--- config.mk ---
export PLATFORM = sky130hd
export DESIGN_NAME = hsv_to_rgb_converter
export DESIGN_NICKNAME = d
export VERILOG_FILES = /design/src/hsvrgb_pkg.sv /design/src/hsvrgb_front.sv /design/src/hsvrgb_queue.sv /design/src/hsvrgb_back.sv /design/src/hsv_to_rgb_converter.sv
export VERILOG_INCLUDE_DIRS = /design/src /design/src/src
export SDC_FILE = /design/constraint.sdc
export NUM_CORES = 2
export LEC_CHECK = 0
export BUFFER_PORTS_ARGS = -buffer_cell sky130_fd_sc_hd__buf_2
export CAP_MARGIN = 20
export CELL_PAD_IN_SITES_DETAIL_PLACEMENT = 2
export CELL_PAD_IN_SITES_GLOBAL_PLACEMENT = 2
export CORE_MARGIN = 8
export CORE_UTILIZATION = 28
export DETAILED_ROUTE_END_ITERATION = 10
export GPL_TIMING_DRIVEN = 0
export HOLD_SLACK_MARGIN = 0.15
export PLACE_DENSITY = 0.64
export RECOVER_POWER = 25
export SLEW_MARGIN = 25
export SYNTH_ARGS = -nofsm -noshare
export SYNTH_HDL_FRONTEND = slang
export SYNTH_SLANG_ARGS = --single-unit
export TNS_END_PERCENT = 100
--- constraint.sdc ---
create_clock -name clock -period 11.5 [get_ports clock]
set_input_delay 2.875 -clock clock [delete_from_list [all_inputs] [get_ports clock]]
set_output_delay 2.875 -clock clock [all_outputs]
set_load 0.02 [all_outputs]
--- src/hsv_to_rgb_converter_assert.svh ---
// ----------------------------------------------------------------------------
// HSV to RGB converter assertion macros
// Shared concurrent assertion forms used by the converter's top level.
// ----------------------------------------------------------------------------
`ifndef HSV_TO_RGB_CONVERTER_ASSERT_SVH
`define HSV_TO_RGB_CONVERTER_ASSERT_SVH

// The condition must never hold outside reset.
`define HSVRGB_ASSERT_NEVER(label, clk, rst, cond) \
   label: assert property (@(posedge clk) disable iff (rst) !(cond)) \
      else $error("assertion failed");

// The antecedent implies the consequent in the next cycle.
`define HSVRGB_ASSERT_NEXT(label, clk, ante, cons) \
   label: assert property (@(posedge clk) (ante) |=> (cons)) \
      else $error("assertion failed");

`endif

--- src/hsvrgb_pkg.sv ---
// ----------------------------------------------------------------------------
// HSV to RGB converter package
// Constants, field widths and the queued item type shared by all modules.
// ----------------------------------------------------------------------------
package hsvrgb_pkg;

   localparam int FRAC_BITS_DEFAULT   = 8;
   localparam int QUEUE_DEPTH_DEFAULT = 4;

   localparam int HUE_W  = 16;
   localparam int SAT_W  = 9;
   localparam int VAL_W  = 9;
   localparam int CHAN_W = 8;
   localparam int SEC_W  = 3;
   // Offsets within a sector reach 3840, which needs 12 bits.
   localparam int OFS_W  = 12;

   localparam logic [HUE_W-1:0] FULL_CIRCLE  = 16'd23040;
   localparam logic [OFS_W-1:0] SECTOR_UNITS = 12'd3840;
   localparam logic [CHAN_W-1:0] CHAN_MAX    = 8'd255;
   // 255 / 15 where 3840 = 15 * 256.
   localparam int CHAN_SCALE = 17;

   localparam logic [SEC_W-1:0] SEC_RED_YEL  = 3'd0;
   localparam logic [SEC_W-1:0] SEC_YEL_GRN  = 3'd1;
   localparam logic [SEC_W-1:0] SEC_GRN_CYN  = 3'd2;
   localparam logic [SEC_W-1:0] SEC_CYN_BLU  = 3'd3;
   localparam logic [SEC_W-1:0] SEC_BLU_MAG  = 3'd4;
   localparam logic [SEC_W-1:0] SEC_MAG_RED  = 3'd5;

   // One classified color: each channel is v * (1 - s * ofs / 3840).
   typedef struct packed {
      logic [SAT_W-1:0] sat;
      logic [VAL_W-1:0] val;
      logic [OFS_W-1:0] ofs_red;
      logic [OFS_W-1:0] ofs_green;
      logic [OFS_W-1:0] ofs_blue;
   } hsvrgb_item_type;

   typedef struct packed {
      logic empty;
      logic full;
   } hsvrgb_qstat_type;

endpackage

--- src/hsvrgb_front.sv ---
// ----------------------------------------------------------------------------
// HSV to RGB converter front end
// Accepts an item, saturates saturation and value, wraps an out-of-range hue to
// zero, resolves the hue sector into per-channel offsets and queues the result.
// ----------------------------------------------------------------------------
module hsvrgb_front #(
   parameter int FRAC_BITS = hsvrgb_pkg::FRAC_BITS_DEFAULT
) (
   input  logic                           clock,
   input  logic                           reset,
   input  logic                           req_valid,
   output logic                           req_stall,
   input  logic [hsvrgb_pkg::HUE_W-1:0]   req_hue_q,
   input  logic [hsvrgb_pkg::SAT_W-1:0]   req_sat_q,
   input  logic [hsvrgb_pkg::VAL_W-1:0]   req_val_q,
   input  hsvrgb_pkg::hsvrgb_qstat_type   q_stat,
   output logic                           q_push,
   output hsvrgb_pkg::hsvrgb_item_type    q_item
);
   import hsvrgb_pkg::*;

   localparam int CmpW = (FRAC_BITS + 1 > SAT_W) ? FRAC_BITS + 1 : SAT_W;

   logic                      front_valid_ff, front_valid_in;
   hsvrgb_item_type           front_item_ff, front_item_in;
   logic [CmpW-1:0]           one_w;
   logic [HUE_W-1:0]          hue;
   logic [SEC_W-1:0]          sector;
   logic [HUE_W-1:0]          base;
   logic [OFS_W-1:0]          ofs_rem, ofs_inv;

   assign one_w = CmpW'(1) << FRAC_BITS;
   assign hue   = (req_hue_q >= FULL_CIRCLE) ? '0 : req_hue_q;

   always_comb begin
      if (hue >= HUE_W'(5 * SECTOR_UNITS)) begin
         sector = SEC_MAG_RED;
      end else if (hue >= HUE_W'(4 * SECTOR_UNITS)) begin
         sector = SEC_BLU_MAG;
      end else if (hue >= HUE_W'(3 * SECTOR_UNITS)) begin
         sector = SEC_CYN_BLU;
      end else if (hue >= HUE_W'(2 * SECTOR_UNITS)) begin
         sector = SEC_GRN_CYN;
      end else if (hue >= HUE_W'(SECTOR_UNITS)) begin
         sector = SEC_YEL_GRN;
      end else begin
         sector = SEC_RED_YEL;
      end
   end

   assign base    = HUE_W'(sector) * HUE_W'(SECTOR_UNITS);
   assign ofs_rem = OFS_W'(hue - base);
   assign ofs_inv = SECTOR_UNITS - ofs_rem;

   always_comb begin
      front_item_in.sat = (CmpW'(req_sat_q) > one_w) ? one_w[SAT_W-1:0] : req_sat_q;
      front_item_in.val = (CmpW'(req_val_q) > one_w) ? one_w[VAL_W-1:0] : req_val_q;
      case (sector)
         SEC_RED_YEL: begin
            front_item_in.ofs_red   = '0;
            front_item_in.ofs_green = ofs_inv;
            front_item_in.ofs_blue  = SECTOR_UNITS;
         end
         SEC_YEL_GRN: begin
            front_item_in.ofs_red   = ofs_rem;
            front_item_in.ofs_green = '0;
            front_item_in.ofs_blue  = SECTOR_UNITS;
         end
         SEC_GRN_CYN: begin
            front_item_in.ofs_red   = SECTOR_UNITS;
            front_item_in.ofs_green = '0;
            front_item_in.ofs_blue  = ofs_inv;
         end
         SEC_CYN_BLU: begin
            front_item_in.ofs_red   = SECTOR_UNITS;
            front_item_in.ofs_green = ofs_rem;
            front_item_in.ofs_blue  = '0;
         end
         SEC_BLU_MAG: begin
            front_item_in.ofs_red   = ofs_inv;
            front_item_in.ofs_green = SECTOR_UNITS;
            front_item_in.ofs_blue  = '0;
         end
         default: begin
            front_item_in.ofs_red   = '0;
            front_item_in.ofs_green = SECTOR_UNITS;
            front_item_in.ofs_blue  = ofs_rem;
         end
      endcase
   end

   assign req_stall      = front_valid_ff && q_stat.full;
   assign q_push         = front_valid_ff && !q_stat.full;
   assign q_item         = front_item_ff;
   assign front_valid_in = req_stall ? front_valid_ff : req_valid;

   always_ff @(posedge clock) begin
      if (reset) begin
         front_valid_ff <= 1'b0;
      end else begin
         front_valid_ff <= front_valid_in;
      end
   end

   always_ff @(posedge clock) begin
      if (req_valid && !req_stall) begin
         front_item_ff <= front_item_in;
      end
   end

endmodule

--- src/hsvrgb_queue.sv ---
// ----------------------------------------------------------------------------
// HSV to RGB converter queue
// A short first-in first-out buffer of classified items between the front
// end and the arithmetic back end.
// ----------------------------------------------------------------------------
module hsvrgb_queue #(
   parameter int QUEUE_DEPTH = hsvrgb_pkg::QUEUE_DEPTH_DEFAULT
) (
   input  logic                           clock,
   input  logic                           reset,
   input  logic                           q_push,
   input  hsvrgb_pkg::hsvrgb_item_type    q_item_wr,
   input  logic                           q_pop,
   output hsvrgb_pkg::hsvrgb_item_type    q_item_rd,
   output hsvrgb_pkg::hsvrgb_qstat_type   q_stat
);
   import hsvrgb_pkg::*;

   localparam int IdxW = (QUEUE_DEPTH > 1) ? $clog2(QUEUE_DEPTH) : 1;
   localparam int CntW = $clog2(QUEUE_DEPTH + 1);

   hsvrgb_item_type           slot_ff [QUEUE_DEPTH];
   logic [IdxW-1:0]           wr_ptr_ff, wr_ptr_in;
   logic [IdxW-1:0]           rd_ptr_ff, rd_ptr_in;
   logic [CntW-1:0]           count_ff, count_in;

   assign q_stat.empty = (count_ff == '0);
   assign q_stat.full  = (count_ff == CntW'(QUEUE_DEPTH));
   assign q_item_rd    = slot_ff[rd_ptr_ff];

   always_comb begin
      wr_ptr_in = wr_ptr_ff;
      rd_ptr_in = rd_ptr_ff;
      count_in  = count_ff;
      if (q_push) begin
         wr_ptr_in = (wr_ptr_ff == IdxW'(QUEUE_DEPTH - 1)) ? '0 : wr_ptr_ff + 1'b1;
      end
      if (q_pop) begin
         rd_ptr_in = (rd_ptr_ff == IdxW'(QUEUE_DEPTH - 1)) ? '0 : rd_ptr_ff + 1'b1;
      end
      if (q_push && !q_pop) begin
         count_in = count_ff + 1'b1;
      end else if (q_pop && !q_push) begin
         count_in = count_ff - 1'b1;
      end
   end

   always_ff @(posedge clock) begin
      if (reset) begin
         wr_ptr_ff <= '0;
         rd_ptr_ff <= '0;
         count_ff  <= '0;
      end else begin
         wr_ptr_ff <= wr_ptr_in;
         rd_ptr_ff <= rd_ptr_in;
         count_ff  <= count_in;
      end
   end

   always_ff @(posedge clock) begin
      if (q_push) begin
         slot_ff[wr_ptr_ff] <= q_item_wr;
      end
   end

endmodule

--- src/hsvrgb_back.sv ---
// ----------------------------------------------------------------------------
// HSV to RGB converter back end
// Three-stage arithmetic pipeline that turns a classified item into the
// three 8-bit channels and holds them in the output register.
// ----------------------------------------------------------------------------
module hsvrgb_back #(
   parameter int FRAC_BITS = hsvrgb_pkg::FRAC_BITS_DEFAULT
) (
   input  logic                           clock,
   input  logic                           reset,
   input  hsvrgb_pkg::hsvrgb_item_type    q_item,
   input  hsvrgb_pkg::hsvrgb_qstat_type   q_stat,
   output logic                           q_pop,
   output logic                           rsp_valid,
   input  logic                           rsp_stall,
   output logic [hsvrgb_pkg::CHAN_W-1:0]  rsp_red_out,
   output logic [hsvrgb_pkg::CHAN_W-1:0]  rsp_green_out,
   output logic [hsvrgb_pkg::CHAN_W-1:0]  rsp_blue_out
);
   import hsvrgb_pkg::*;

   localparam int NumChan = 3;
   localparam int TermW   = FRAC_BITS + OFS_W;
   localparam int ProdW   = SAT_W + OFS_W;
   localparam int MixW    = (TermW > ProdW) ? TermW : ProdW;
   localparam int FullW   = TermW + VAL_W;
   localparam int ScaleW  = FullW + 5;
   localparam int Shift   = 2 * FRAC_BITS + 8;

   logic                      advance;
   logic [OFS_W-1:0]          ofs [NumChan];
   logic [MixW-1:0]           whole;

   logic                      s1_valid_ff;
   logic [VAL_W-1:0]          s1_val_ff;
   logic [TermW-1:0]          s1_term_ff [NumChan];
   logic [TermW-1:0]          s1_term_in [NumChan];

   logic                      s2_valid_ff;
   logic [FullW-1:0]          s2_prod_ff [NumChan];
   logic [FullW-1:0]          s2_prod_in [NumChan];

   logic                      out_valid_ff;
   logic [CHAN_W-1:0]         out_chan_ff [NumChan];
   logic [CHAN_W-1:0]         out_chan_in [NumChan];

   assign advance = !(out_valid_ff && rsp_stall);
   assign q_pop   = advance && !q_stat.empty;

   assign ofs[0] = q_item.ofs_red;
   assign ofs[1] = q_item.ofs_green;
   assign ofs[2] = q_item.ofs_blue;
   assign whole  = MixW'(SECTOR_UNITS) << FRAC_BITS;

   always_comb begin
      for (int c = 0; c < NumChan; c++) begin
         s1_term_in[c] = TermW'(whole - MixW'(q_item.sat) * MixW'(ofs[c]));
         s2_prod_in[c] = FullW'(s1_val_ff) * FullW'(s1_term_ff[c]);
      end
   end

   always_comb begin
      logic [ScaleW-1:0] scaled;
      logic [ScaleW-1:0] level;
      for (int c = 0; c < NumChan; c++) begin
         scaled = ScaleW'(s2_prod_ff[c]) * ScaleW'(CHAN_SCALE);
         level  = scaled >> Shift;
         out_chan_in[c] = (level > ScaleW'(CHAN_MAX)) ? CHAN_MAX : level[CHAN_W-1:0];
      end
   end

   always_ff @(posedge clock) begin
      if (reset) begin
         s1_valid_ff  <= 1'b0;
         s2_valid_ff  <= 1'b0;
         out_valid_ff <= 1'b0;
      end else if (advance) begin
         s1_valid_ff  <= !q_stat.empty;
         s2_valid_ff  <= s1_valid_ff;
         out_valid_ff <= s2_valid_ff;
      end
   end

   always_ff @(posedge clock) begin
      if (advance) begin
         s1_val_ff <= q_item.val;
         for (int c = 0; c < NumChan; c++) begin
            s1_term_ff[c]  <= s1_term_in[c];
            s2_prod_ff[c]  <= s2_prod_in[c];
            out_chan_ff[c] <= out_chan_in[c];
         end
      end
   end

   assign rsp_valid     = out_valid_ff;
   assign rsp_red_out   = out_chan_ff[0];
   assign rsp_green_out = out_chan_ff[1];
   assign rsp_blue_out  = out_chan_ff[2];

endmodule

--- src/hsv_to_rgb_converter.sv ---
// ----------------------------------------------------------------------------
// HSV to RGB converter
// Converts one HSV color per item into 8-bit RGB by the six-sector method.
// ----------------------------------------------------------------------------
// The converter takes one item per clock while req_stall is low and returns one
// result per item, in order. A result passes through the front-end register,
// the queue and the back-end multiplier stages before it reaches the output
// register. The throughput is set by the back-end pipeline, which starts a new
// item every cycle and holds only while a result waits on rsp_stall; the queue
// lets the input side keep taking items during short stalls of the output
// side. Hue is in 1/64 degree, saturation and value are fixed point with
// FRAC_BITS fraction bits, and no reset-time clearing pass is needed.
module hsv_to_rgb_converter #(
   parameter int FRAC_BITS   = hsvrgb_pkg::FRAC_BITS_DEFAULT,
   parameter int QUEUE_DEPTH = hsvrgb_pkg::QUEUE_DEPTH_DEFAULT
) (
   input  logic                           clock,
   input  logic                           reset,
   input  logic                           req_valid,
   output logic                           req_stall,
   input  logic [hsvrgb_pkg::HUE_W-1:0]   req_hue_q,
   input  logic [hsvrgb_pkg::SAT_W-1:0]   req_sat_q,
   input  logic [hsvrgb_pkg::VAL_W-1:0]   req_val_q,
   output logic                           rsp_valid,
   input  logic                           rsp_stall,
   output logic [hsvrgb_pkg::CHAN_W-1:0]  rsp_red_out,
   output logic [hsvrgb_pkg::CHAN_W-1:0]  rsp_green_out,
   output logic [hsvrgb_pkg::CHAN_W-1:0]  rsp_blue_out
);
   import hsvrgb_pkg::*;

`include "hsv_to_rgb_converter_assert.svh"

   logic                q_push;
   logic                q_pop;
   hsvrgb_item_type     q_item_wr;
   hsvrgb_item_type     q_item_rd;
   hsvrgb_qstat_type    q_stat;

   hsvrgb_front #(
      .FRAC_BITS (FRAC_BITS)
   ) u_front (
      .clock     (clock),
      .reset     (reset),
      .req_valid (req_valid),
      .req_stall (req_stall),
      .req_hue_q (req_hue_q),
      .req_sat_q (req_sat_q),
      .req_val_q (req_val_q),
      .q_stat    (q_stat),
      .q_push    (q_push),
      .q_item    (q_item_wr)
   );

   hsvrgb_queue #(
      .QUEUE_DEPTH (QUEUE_DEPTH)
   ) u_queue (
      .clock     (clock),
      .reset     (reset),
      .q_push    (q_push),
      .q_item_wr (q_item_wr),
      .q_pop     (q_pop),
      .q_item_rd (q_item_rd),
      .q_stat    (q_stat)
   );

   hsvrgb_back #(
      .FRAC_BITS (FRAC_BITS)
   ) u_back (
      .clock         (clock),
      .reset         (reset),
      .q_item        (q_item_rd),
      .q_stat        (q_stat),
      .q_pop         (q_pop),
      .rsp_valid     (rsp_valid),
      .rsp_stall     (rsp_stall),
      .rsp_red_out   (rsp_red_out),
      .rsp_green_out (rsp_green_out),
      .rsp_blue_out  (rsp_blue_out)
   );

   `HSVRGB_ASSERT_NEVER(a_pop_empty, clock, reset, q_pop && q_stat.empty)
   `HSVRGB_ASSERT_NEVER(a_push_full, clock, reset, q_push && q_stat.full)
   `HSVRGB_ASSERT_NEXT(a_reset_empty, clock, reset, q_stat.empty && !rsp_valid && !req_stall)
   `HSVRGB_ASSERT_NEVER(a_stall_no_front, clock, reset, req_stall && !q_stat.full)

endmodule

==> summary.txt <==
crit path max fanout -> 10
Top Usage Layer GRT -> met2
clk slew on worst S/H paths -> 60 ps
Slew Viols, Final -> 36
failing checks -> max-capacitance violations, max-slew violations
GRT met2 Usage -> 27.14%
Util after Layout -> 31.22%
final HPWL from detailed placement -> 110100 µm
Post-Route Skew -> 104.6 ps
worst path bufs/invs -> 6
GR Util met1 -> 19.67%
syn nets -> 5477
gr usage total -> 15.16%
period utilization -> 68.89%
Inserted Diodes -> 0
# H-tree levels -> 2
Hold Buf Count CTS -> 0
Initial Util -> 28.08%
cts bufs inserted -> 56
final setup fails -> 0
CTS tree -> built
most used cell, CP -> fa_1
r2r endpoint -> u_back.s1_term_ff[0][59]
count of cell types in the netlist -> 93
outcome -> complete, but fails checks
DRT antenna net count -> 0
Die Wd -> 424.6 µm
worst r2r path cells -> 22
nets -> 5609
Worst EP arrival -> 8340 ps
final critical-path setup slack -> 3578 ps
WL per Instance -> 20.09 µm
largest cells by area after synthesis -> edfxtp_1 29%, fa_1 25%, ha_1 13%, inv_1 5.1%, and2_1 4.6%
worst slack, placed -> 3477 ps
Hold Crit Class -> register to register
die height -> 424.6 µm
Iter 0 DRT Violations -> 1299
Worst path max stage delay -> 640 ps
RSZ-0062 raised after global routing -> false
reg-to-reg setup timing slack -> 3580 ps
Core ar. -> 166500 µm²
DIE AREA -> 180300 µm²
first-pass GRT wire length -> 216800 µm
worst rel slew slack -> -14.93%
antenna violations before repair -> 6
Seq/Total Area, Yosys -> 29.46%
Mapped Cells -> 4371
max frequency -> 126.2 MHz
PortBufs -> 61
CTS sink cnt -> 463
Max stage delay cell, worst path -> clkbuf_1
Layout area overhead -> 11.19%
vias in the first global route -> 36834
Clock Tree Buf Depth -> 3
Cells on Worst Hold Path -> 0
Max Cap Violations -> 2
Root Buffer -> clkbuf_16
CP delay by family, top -> adder cells
minimum clock period -> 7922 ps
top-area cell type share of the netlist area -> 28.91%
clock latency at the later pin of the worst-skew pair -> 700 ps
Synth Warn # -> 0
Worst Path Required -> 11910 ps
Avg Inst Size Synth -> 10.69 µm²
routed vias/inst -> 4.688
share of cells above drive strength 1 -> 6.298%
Post-Route WL -> 135500 µm
Synth Register Bits -> 463
mapped cell area -> 46750 µm²
Remaining Overflow, GRT -> 0
EDFF count, synth -> 450
detailed-route DRC error count -> 0
post-cts gate resize count -> 0
critical path class -> register to register
I/O pin total -> 64
Vias -> 31618
asr flop ratio synth -> 0%
grt met3 use -> 1.319%
Least-Margin Pin Slew -> 1723 ps
row count -> 150
post-synth top area cell -> edfxtp_1
largest net degree at the start of global routing -> 51
final-report hold violation count -> 0
Worst Setup Start Kind -> register
Hold Path Sink -> u_queue.slot_ff[3][52]
ys flop type -> edfxtp_1
Post CTS Setup Buffer Count -> 0
GPL Wtd Cong -> 0.8032
Setup crit end kind -> register
First-pass DRT Iterations -> 7
critical hold path startpoint -> u_front.q_item[52]
crit-path cells -> buf_2 -> buf_2 -> clkbuf_1 -> o21a_1 -> clkbuf_1 -> nand2_1 -> fa_1 -> fa_1 -> inv_1 -> fa_1 -> inv_1 -> fa_1 -> ha_1 -> ha_1 -> a21o_1 -> a21o_1 -> a21oi_1 -> and4bb_1 -> nor3_1 -> a2111oi_2 -> a21oi_1 -> xnor2_1
## per-layer routing
layer	routed length (µm)	part of all wire, %	vias up
li1	-	-	14615
met1	61350	45	16570
met2	67810	50	282
met3	2716	2.0	151
met4	3610	2.7	0
met5	0	0	-
## layout by cell type (no fill, tap or decap), types with 14 or more instances in the layout
cell type | synthesis | final
inv_1 | 633 | 633
fa_1 | 588 | 588
nand2_1 | 538 | 537
ha_1 | 480 | 480
edfxtp_1 | 450 | 450
and2_1 | 345 | 338
nor2_1 | 222 | 222
a21oi_1 | 129 | 129
clkbuf_1 | 111 | 112
xnor2_1 | 109 | 109
buf_2 | 16 | 78
o21ai_0 | 71 | 70
clkbuf_16 | 0 | 56
a21o_1 | 51 | 51
o21a_1 | 45 | 45
xor2_1 | 42 | 42
buf_1 | 41 | 40
nor3_1 | 38 | 38
nor2b_1 | 35 | 34
mux2i_1 | 32 | 32
nand3_1 | 32 | 32
mux4_2 | 28 | 28
mux2_2 | 27 | 27
o21ai_1 | 30 | 24
and3_1 | 16 | 16
a211oi_1 | 15 | 15
or2_2 | 15 | 15
or3_1 | 14 | 14
## cell type report
cell class / instances / area, µm²
Fill cell: 18020 / 114500
Multi-Input combinational cell: 3106 / 29990
Sequential cell: 463 / 13770
Tap cell: 2204 / 2758
Inverter: 634 / 2380
Clock buffer: 67 / 1443
Buffer: 168 / 664.4
Timing Repair Buffer: 74 / 625.6
Clock inverter: 29 / 345.3
## cells in the mapped netlist (32+ instances only)
master      n
and2_1    345
inv_1     633
edfxtp_1  450
fa_1      588
nor3_1     38
o21ai_0    71
a21o_1     51
nor2_1    222
nand3_1    32
o21a_1     45
nor2b_1    35
nand2_1   538
ha_1      480
clkbuf_1  111
a21oi_1   129
xor2_1     42
xnor2_1   109
buf_1      41
mux2i_1    32
## per-stage QoR
stage | cells | hold WS [ps] | instance area (µm²) | TNS (ps)
2_1_floorplan | 4371 | 436.5 | 46750 | 0
3_3_place_gp | 6636 | 444.3 | 49810 | -1894
3_5_place_dp | 6649 | 459.4 | 50180 | 0
4_1_cts | 6745 | 430.1 | 51970 | 0
5_1_grt | 6745 | 469.7 | 51980 | 0
6_report | 6745 | 446.2 | 51980 | 0
## flip-flops by register name (all words and copies together) (netlist names), named ones only
signal and count:
u_queue.slot_ff 216, u_back.s2_valid_ff 1, u_back.s1_val_ff 9, u_queue.wr_ptr_ff 2, u_back.s2_prod_ff 87, u_front.q_item 54, u_back.s1_valid_ff 1, u_queue.rd_ptr_ff 2
u_back.out_chan_ff 24, u_front.front_valid_ff 1, u_queue.count_ff 3, u_back.rsp_valid 1, u_back.s1_term_ff 60
## kinds of logic (layout without fill, tap and decap cells)
group | Yosys count | count (layout) | synth area share [%]
xor+xnor | 151 | 151 | 2.829
simple gates | 1314 | 1314 | 13.51
flops | 463 | 463 | 29.46
fa+ha+maj | 1068 | 1068 | 38.03
buf+inv | 802 | 972 | 6.483
compound gates | 486 | 486 | 7.004
mux | 87 | 87 | 2.685
## worst max-delay path by stage
stage | endpoint | slack, ps | cells past startpoint
floorplan | u_queue.count_ff[2] | 2660 | 8
global placement | u_queue.count_ff[2] | -750 | 9
detailed placement | u_back.s1_term_ff[0][59] | 3480 | 22
CTS | u_back.s1_term_ff[0][59] | 3400 | 22
global route | u_back.s1_term_ff[0][59] | 3100 | 22
finish | u_back.s1_term_ff[0][59] | 3580 | 22
## worst reg2reg max path, delay by kind of cell (launching register included)
family / cells / cell delay (ps)
AOI/OAI and AO/OA: 6 / 1850
xor gates and xnor gates: 1 / 160
adders and majority gates: 6 / 2720
buffers and inverters: 6 / 2020
DFF: 1 / 300
and+or+nand+nor: 3 / 600
Power is not shown: default switching activity piles up to over one toggle a cycle in this logic, so the estimate is an artifact.
